$ cat src/rtl/djau_pkg.sv
// ----------------------------------------------------------------------------
// djau_pkg
// Shared widths, constants and register indexes of the dual encoder joint
// angle unit.
// ----------------------------------------------------------------------------
package djau_pkg;

    // field widths
    localparam int GEAR_W   = 10;
    localparam int TURN_W   = 2;
    localparam int JPOS_W   = 12;
    localparam int JCNT_W   = 19;
    localparam int CPR_W    = 24;
    localparam int CNT_W    = 16;
    localparam int WORD_W   = 16;
    localparam int IN_W     = 32;
    localparam int OUT_W    = 48;
    localparam int MAG_W    = 11;
    localparam int PROD_W   = MAG_W + CPR_W;
    localparam int SHIFT_W  = PROD_W - 10;

    // configuration register indexes
    typedef enum logic [0:0] {
        t_REG_SPI_ZERO = 1'b0,
        t_REG_CPR      = 1'b1
    } t_reg_idx;

    localparam logic [GEAR_W-1:0] SPI_ZERO_RST = 10'd109;
    localparam logic [CPR_W-1:0]  CPR_RST      = 24'd485999;

    // one sector of the absolute encoder, and the seam windows
    localparam logic [CNT_W-1:0]  SECTOR_CNT    = 16'd21845;
    localparam logic [CNT_W-1:0]  SECTOR_CNT_2  = 16'd43690;
    localparam logic [CNT_W-1:0]  FULL_CNT      = 16'd65535;
    localparam logic [CNT_W-1:0]  ABS_LOW_MAX   = 16'd910;
    localparam logic [CNT_W-1:0]  ABS_HIGH_MIN  = 16'd20935;
    localparam logic [GEAR_W-1:0] GEAR_HIGH_MIN = 10'd982;
    localparam logic [GEAR_W-1:0] GEAR_LOW_MAX  = 10'd42;

    // joint position range
    localparam logic [JPOS_W-1:0] HALF_STEPS  = 12'd1536;
    localparam logic [JPOS_W-1:0] JOINT_STEPS = 12'd3072;

    // divide by 3 through reciprocal: (x * RECIP3) >> RECIP_SH, exact for 25 bits
    localparam int                RECIP_W  = 26;
    localparam int                RECIP_SH = 27;
    localparam logic [RECIP_W-1:0] RECIP3  = 26'd44739243;
    localparam int                QUO_W    = 24;

    // output saturation
    localparam logic [JCNT_W-1:0] OUT_POS_LIM = 19'd262143;
    localparam logic [JCNT_W-1:0] OUT_NEG_LIM = 19'd262144;

endpackage

$ cat src/rtl/dual_encoder_joint_angle_unit.sv
// ----------------------------------------------------------------------------
// dual_encoder_joint_angle_unit
// Fuses a 10-bit encoder geared 3:1 with a 16-bit absolute encoder into a
// signed joint position and a scaled joint count.
// ----------------------------------------------------------------------------
//  channel | dir | fields (lowest bit first)
//  s_      | in  | tdata: geared_word[15:0], absolute_count[31:16]
//  m_      | out | tdata: geared_position[9:0], turn_index[11:10],
//          |     |        joint_position[23:12], joint_counts[42:24], zero pad
//  cfg     | in  | i_cfg_we, i_cfg_idx (0 spi_zero, 1 counts_per_rev), i_cfg_wdata
//
//  Five register stages; one transfer per cycle while the output is not stalled.
//  The depth is set by the 35-bit scale multiply and the divide-by-3
//  reciprocal multiply, each with its own stage.
//  All stages advance together when the output stage is empty or taken.
//  Reset clears the valid bits and loads the register reset values.
// ----------------------------------------------------------------------------
module dual_encoder_joint_angle_unit
    import djau_pkg::*;
(
    input  logic              i_clk,
    input  logic              i_rst_n,
    input  logic              s_tvalid,
    output logic              s_tready,
    input  logic [IN_W-1:0]   s_tdata,   // geared_word, absolute_count
    output logic              m_tvalid,
    input  logic              m_tready,
    output logic [OUT_W-1:0]  m_tdata,   // geared_position, turn_index,
                                         // joint_position, joint_counts
    input  logic              i_cfg_we,
    input  logic              i_cfg_idx,
    input  logic [CPR_W-1:0]  i_cfg_wdata
);

    logic w_en;

    // configuration registers
    logic [GEAR_W-1:0] r_spi_zero;
    logic [CPR_W-1:0]  r_cpr;

    // stage registers
    logic              r_v1, r_v2, r_v3, r_v4, r_v5;
    logic [GEAR_W-1:0] r_gear1, r_gear2, r_gear3, r_gear4, r_gear5;
    logic [TURN_W-1:0] r_q1;
    logic [CNT_W-1:0]  r_cnt1;
    logic [TURN_W-1:0] r_turn2, r_turn3, r_turn4, r_turn5;
    logic [JPOS_W-1:0] r_pos2, r_pos3, r_pos4, r_pos5;
    logic              r_neg3, r_neg4;
    logic [PROD_W-1:0] r_prod3;
    logic [SHIFT_W+RECIP_W-1:0] r_prod4;
    logic [JCNT_W-1:0] r_jcnt5;

    // next values
    logic [GEAR_W-1:0] n_gear1;
    logic [TURN_W-1:0] n_q1;
    logic [CNT_W-1:0]  n_rem2;
    logic [TURN_W-1:0] n_turn2;
    logic [JPOS_W-1:0] n_pos2;
    logic [JPOS_W:0]   w_sum2;
    logic [MAG_W-1:0]  n_mag3;
    logic [QUO_W-1:0]  w_quo5;
    logic [JCNT_W-1:0] w_lim5;
    logic [JCNT_W-1:0] w_sat5;

    assign w_en     = !r_v5 || m_tready;
    assign s_tready = w_en;

    // write configuration
    always_ff @(posedge i_clk) begin
        if (!i_rst_n) begin
            r_spi_zero <= SPI_ZERO_RST;
            r_cpr      <= CPR_RST;
        end else if (i_cfg_we) begin
            unique case (t_reg_idx'(i_cfg_idx))
                t_REG_SPI_ZERO: r_spi_zero <= i_cfg_wdata[GEAR_W-1:0];
                t_REG_CPR:      r_cpr      <= i_cfg_wdata;
                default:        r_cpr      <= r_cpr;
            endcase
        end
    end

    // advance valid bits
    always_ff @(posedge i_clk) begin
        if (!i_rst_n) begin
            r_v1 <= 1'b0;
            r_v2 <= 1'b0;
            r_v3 <= 1'b0;
            r_v4 <= 1'b0;
            r_v5 <= 1'b0;
        end else if (w_en) begin
            r_v1 <= s_tvalid;
            r_v2 <= r_v1;
            r_v3 <= r_v2;
            r_v4 <= r_v3;
            r_v5 <= r_v4;
        end
    end

    // stage 1: remove zero offset, pick raw sector
    always_comb begin
        n_gear1 = s_tdata[WORD_W-1:6] - r_spi_zero;
        if (s_tdata[IN_W-1:WORD_W] == FULL_CNT) begin
            n_q1 = 2'd3;
        end else if (s_tdata[IN_W-1:WORD_W] >= SECTOR_CNT_2) begin
            n_q1 = 2'd2;
        end else if (s_tdata[IN_W-1:WORD_W] >= SECTOR_CNT) begin
            n_q1 = 2'd1;
        end else begin
            n_q1 = 2'd0;
        end
    end

    // stage 2: remainder, seam correction, wrapped joint position
    always_comb begin
        case (r_q1)
            2'd1:    n_rem2 = r_cnt1 - SECTOR_CNT;
            2'd2:    n_rem2 = r_cnt1 - SECTOR_CNT_2;
            2'd3:    n_rem2 = r_cnt1 - FULL_CNT;
            default: n_rem2 = r_cnt1;
        endcase
        n_turn2 = (r_q1 == 2'd3) ? 2'd0 : r_q1;
        if (r_gear1 >= GEAR_HIGH_MIN && n_rem2 <= ABS_LOW_MAX) begin
            n_turn2 = (n_turn2 == 2'd0) ? 2'd2 : n_turn2 - 2'd1;
        end else if (r_gear1 <= GEAR_LOW_MAX && n_rem2 >= ABS_HIGH_MIN) begin
            n_turn2 = (n_turn2 == 2'd2) ? 2'd0 : n_turn2 + 2'd1;
        end
        w_sum2 = {1'b0, n_turn2, r_gear1};
        if (w_sum2 >= {1'b0, HALF_STEPS}) begin
            w_sum2 = w_sum2 - {1'b0, JOINT_STEPS};
        end
        n_pos2 = w_sum2[JPOS_W-1:0];
    end

    // stage 3: magnitude of position
    always_comb begin
        if (r_pos2[JPOS_W-1]) begin
            n_mag3 = MAG_W'(-r_pos2);
        end else begin
            n_mag3 = r_pos2[MAG_W-1:0];
        end
    end

    // stage 5: quotient by 3072, saturate, restore sign
    always_comb begin
        w_quo5 = r_prod4[RECIP_SH +: QUO_W];
        w_lim5 = r_neg4 ? OUT_NEG_LIM : OUT_POS_LIM;
        if (w_quo5 > {{(QUO_W-JCNT_W){1'b0}}, w_lim5}) begin
            w_sat5 = w_lim5;
        end else begin
            w_sat5 = w_quo5[JCNT_W-1:0];
        end
    end

    // move payload through the stages
    always_ff @(posedge i_clk) begin
        if (w_en) begin
            r_gear1 <= n_gear1;
            r_q1    <= n_q1;
            r_cnt1  <= s_tdata[IN_W-1:WORD_W];

            r_gear2 <= r_gear1;
            r_turn2 <= n_turn2;
            r_pos2  <= n_pos2;

            r_gear3 <= r_gear2;
            r_turn3 <= r_turn2;
            r_pos3  <= r_pos2;
            r_neg3  <= r_pos2[JPOS_W-1];
            r_prod3 <= PROD_W'(n_mag3) * PROD_W'(r_cpr);

            r_gear4 <= r_gear3;
            r_turn4 <= r_turn3;
            r_pos4  <= r_pos3;
            r_neg4  <= r_neg3;
            r_prod4 <= (SHIFT_W+RECIP_W)'(r_prod3[PROD_W-1:10])
                       * (SHIFT_W+RECIP_W)'(RECIP3);

            r_gear5 <= r_gear4;
            r_turn5 <= r_turn4;
            r_pos5  <= r_pos4;
            r_jcnt5 <= r_neg4 ? -w_sat5 : w_sat5;
        end
    end

    assign m_tvalid = r_v5;
    assign m_tdata  = {5'd0, r_jcnt5, r_pos5, r_turn5, r_gear5};

endmodule

$ cat config.mk
export PLATFORM = sky130hd
export DESIGN_NAME = dual_encoder_joint_angle_unit
export DESIGN_NICKNAME = d
export VERILOG_FILES = /design/src/rtl/djau_pkg.sv /design/src/rtl/dual_encoder_joint_angle_unit.sv
export SDC_FILE = /design/constraint.sdc
export NUM_CORES = 1
export LEC_CHECK = 0
export BUFFER_PORTS_ARGS = -buffer_cell sky130_fd_sc_hd__buf_4
export CORE_UTILIZATION = 31
export DETAILED_ROUTE_END_ITERATION = 8
export PLACE_DENSITY = 0.51
export SYNTH_ARGS = -nofsm -noshare
export SYNTH_HDL_FRONTEND = slang
export SYNTH_SLANG_ARGS = --single-unit
$ cat constraint.sdc
create_clock -name i_clk -period 10.7 [get_ports i_clk]
set_input_delay 0.535 -clock i_clk [delete_from_list [all_inputs] [get_ports i_clk]]
set_output_delay 0.535 -clock i_clk [all_outputs]
set_load 0.01 [all_outputs]
# Word level (Yosys, flattened, before mapping)
# Index checks and enable logic that the tools add are counted.
# Widths: inputs -> output; s select.
# totals
input_bits	62
wordCells	74
regBits	270
output_inout_bits	50
# classes
n_addsub	9
magnitude_cmp	8
reduce_logical	8
n_eq_ne	5
n_bitwise	1
multipliers	2
mux	13
# ops
op	count
$mux 19	3
$mul 25x26->51 const B	1
$pmux 16 s3	1
$mul 11x24->35	1
$ge 16x15->1 const B	2
$sub 16x16->16 const B	2
$gt 24x19->1	1
$neg 19->19	1
$eq 16x16->1 const B	1
$ge 16x16->1 const B	1
$le 16x10->1 const B	1
$sub 16x15->16 const B	1
$ge 12x11->1 const B	1
$mux 12	1
$sub 12x12->12 const B	1
$mux 11	1
$neg 11->11	1
$ge 10x10->1 const B	1
$le 10x6->1 const B	1
$mux 2	5
$sub 10x10->10	1
$eq 2x2->1 const B	3
$reduce_and 2->1	2
$add 2x1->2 const B	1
9 further kinds	11

# Logic depth before layout (Yosys ltp)
# logic_depth
ltp_word	8
mapped_depth	29
ltp_nobuf	28

# Least setup slack after synthesis
# Ideal clock, no wire load.
# synth_path
kind	reg2reg
start	reg r_gear2[0] (netlist name)
end	reg r_prod3[33], data pin
synth_period_minus_slack_ps	7574
path_stages_with_launch	26
required_ps	10440
setup_ps	260
path_buffers	1
slack_ps	3126
arrival_time_ps	7314
cell_sequence	edfxtp_1 or3_1 or4_1 o41ai_1 xnor2_1 clkbuf_1 and2_1 fa_1 fa_1 fa_1 fa_1 inv_1 fa_1 inv_1 ha_1 a21o_1 a21o_1 a221o_1 a221oi_2 a21oi_2 a41o_2 a2111oi_4 nor3_4 a21oi_2 o21bai_2 xor2_1
# synth_lines
element	line_no	text
end signal: assignment	dual_encoder_joint_angle_unit.sv:169	r_prod3 <= PROD_W'(n_mag3) * PROD_W'(r_cpr);
end: declaration	dual_encoder_joint_angle_unit.sv:49	logic [PROD_W-1:0] r_prod3;

==> results.txt <==
Ports: 112
area delta synth->final: 9.68%
startpoint types: flop
layout net count: 3318
worst skew pair latency: 0.49 ns
number of antenna violations at the first check in global routing: 0
DR top layer: met4
Die ar.: 81900 um^2
met3 WL: 1710 um
Commonest cells post-synth: 515 x inv_1, 369 x fa_1, 313 x ha_1
sink count of the clock tree: 191
number of synthesized flops with an enable pin: 152
minimum clock period: 8.19 ns
Mapped Area: 25000 um^2
crit path to: r_prod3[33]$_DFFE_PP_
Crit Path Class: flop to flop
top post-synthesis cells by area: fa_1 29%, edfxtp_1 18%, ha_1 16%
hpwl dp: 46300 um
Port Buffer Count: 100
routed len/inst: 15.7 um
setup violators final: 0
Vias: 17100
synthesized flop and latch total: 191
CTS tree: yes
Crit path required time: 10.93 ns
drt pass-1 iters: 5
Worst Setup SP: r_gear2[1]$_DFFE_PP_
Reg area: 5350 um^2
RSZ-0062 raised after global routing: false
Rel. slew slack: 29.9%
CTS max path bufs: 2
Via density: 4.70
Syn Area/Cell: 9.90 um^2
final wirelength: 57000 um
vias in the first global route: 18300
sequential share of the synthesized area: 21.3%
Post-CTS Setup Inserts: 0
CTS Hold Bufs: 0
CTS H-tree depth: 4
max-cap viol count: 0
register clock-pin slew on the reported worst setup and hold paths: 0.09 ns
FILL cells: 8025
root cell of the clock tree: clkbuf_16
asr flop ratio synth: 0%
most common flop cell mapped by yosys: edfxtp_1
Yosys top cell by area: fa_1
Routed Antenna Nets: 0
Final Hold Fails: 0
largest net degree at the start of global routing: 65
CP Data Arrival Time: 8.42 ns
Initial Util: 31.5%
routability cong.: 0.832
skew final: 0.0265 ns
fraction of layout instances using a drive strength above 1: 6.92%
first-pass GRT wire length: 94600 um
die height: 286 um
setup TNS: 0 ns
reg2reg setup slack: 2.51 ns
final period utilization: 76.6%
Cell variety after synth: 82
met2 wire len: 28100 um
Max Clock Freq: 122 MHz
Yosys Warn Count: 0
actual slew at the worst max-slew pin: 1.05 ns
Starting DRT DRC Count: 693
worst r2r src: r_gear2[1]$_DFFE_PP_
HP Class: input port to flop
area of the core: 79500 um^2
Slew Viols, Final: 0
number of core rows: 103
Crit. End Element: flop
Num CTS Buffers: 17
Multi-input gate area: 17400 um^2
wl on met1: 26200 um
total track usage: 14.5%
WHS Path Cells: 1
DIE WIDTH: 286 um
DRC errors left: 0
FF-to-FF End: r_prod3[33]$_DFFE_PP_
top cell type's share of synthesized area: 29.5%
post-cts sizing count: 0
Syn Inst Count: 2530
CP max FO: 11
global route overflow: 0
n_diodes: 0
outcome: finished, final reports clean
count leader, synth: inv_1
Reg2Reg Depth: 26
==> area by class of cell <==
class	instances	share of cell area, %
well taps	1050	4.78
inverters	515	7.04
clock buffers	17	1.55
multi-input cells	1734	63.3
repair buffers	115	3.14
clock inverters	15	0.729
flip-flops and latches	191	19.5
==> state kept, by name (all words and copies together) (netlist names), 9 cells and up <==
register,flops
r_cnt1,16
r_cpr,24
r_gear1,10
r_gear2,9
r_gear3,9
r_gear4,9
r_gear5,9
r_jcnt5,19
r_prod3,25
r_prod4,24
r_spi_zero,10
==> per-layer routing <==
metal  vias to the layer above  GRT usage [%]
met5                         -              0
met4                         0           3.85
met3                        43           1.86
met2                       282           25.3
met1                      8503           18.8
li1                       8251              -
==> placed cells by master (no fill, tap or decap), drive strengths merged, types with 26 or more instances in the layout <==
cell    count
a21o       37
a21oi      78
and2      114
buf       115
dfxtp      39
edfxtp    152
fa        369
ha        313
inv       526
nand2     270
nand3      35
nor2       74
nor3       38
o21a       26
o21ai      75
xnor2      33
==> cell families after synthesis <==
group / synth area share, %
mux: 0.345
flops: 21.3
xor+xnor: 1.92
compound gates: 9.44
fa+ha+maj: 45.1
buf+inv: 9.42
other cells: 0.0150
simple gates: 12.4
==> stage by stage <==
stage | cell area [um^2] | worst slack [ns] | cells | utilization [%] | hold slack [ns]
CTS | 27500 | 2.42 | 3637 | 34.5 | 0.203
floorplan | 25100 | 3.13 | 2534 | - | 0.400
global placement | 26800 | 2.53 | 3605 | 33.8 | 0.409
global route | 27500 | 2.02 | 3637 | 34.5 | 0.205
detailed placement | 26800 | 2.46 | 3605 | 33.8 | 0.405
finish | 27500 | 2.51 | 3637 | 34.5 | 0.240
==> worst min-delay path by stage <==
stage / slack (ns) / startpoint / end
3_3_place_gp: 0.41 / r_pos4[10]$_DFFE_PP_ / r_pos5[10]$_DFFE_PP_
3_5_place_dp: 0.41 / r_pos4[10]$_DFFE_PP_ / r_pos5[10]$_DFFE_PP_
5_1_grt: 0.20 / s_tdata[16] / r_cnt1[0]$_DFFE_PP_
6_report: 0.24 / s_tdata[16] / r_cnt1[0]$_DFFE_PP_
2_1_floorplan: 0.40 / r_gear3[0]$_DFFE_PP_ / r_gear4[0]$_DFFE_PP_
4_1_cts: 0.20 / s_tdata[16] / r_cnt1[0]$_DFFE_PP_
==> critical path, stage by stage (launching register included) <==
cell	delay [ns]
edfxtp_1	0.43
inv_1	0.09
ha_1	0.17
nand2b_1	0.08
o41ai_1	0.53
nand2_1	0.13
xor2_1	0.84
and2_1	0.25
fa_1	0.44
fa_1	0.52
fa_1	0.52
fa_1	0.57
inv_1	0.07
fa_1	0.53
inv_1	0.04
ha_1	0.34
a21o_1	0.18
a21o_1	0.17
a221o_1	0.39
a221oi_2	0.32
a21oi_2	0.12
a41o_2	0.35
a2111oi_4	0.35
nor3_4	0.10
a21oi_2	0.20
o21bai_2	0.07
xor2_1	0.14
Power is not shown: default switching activity piles up to over one toggle a cycle in this logic, so the estimate is an artifact.
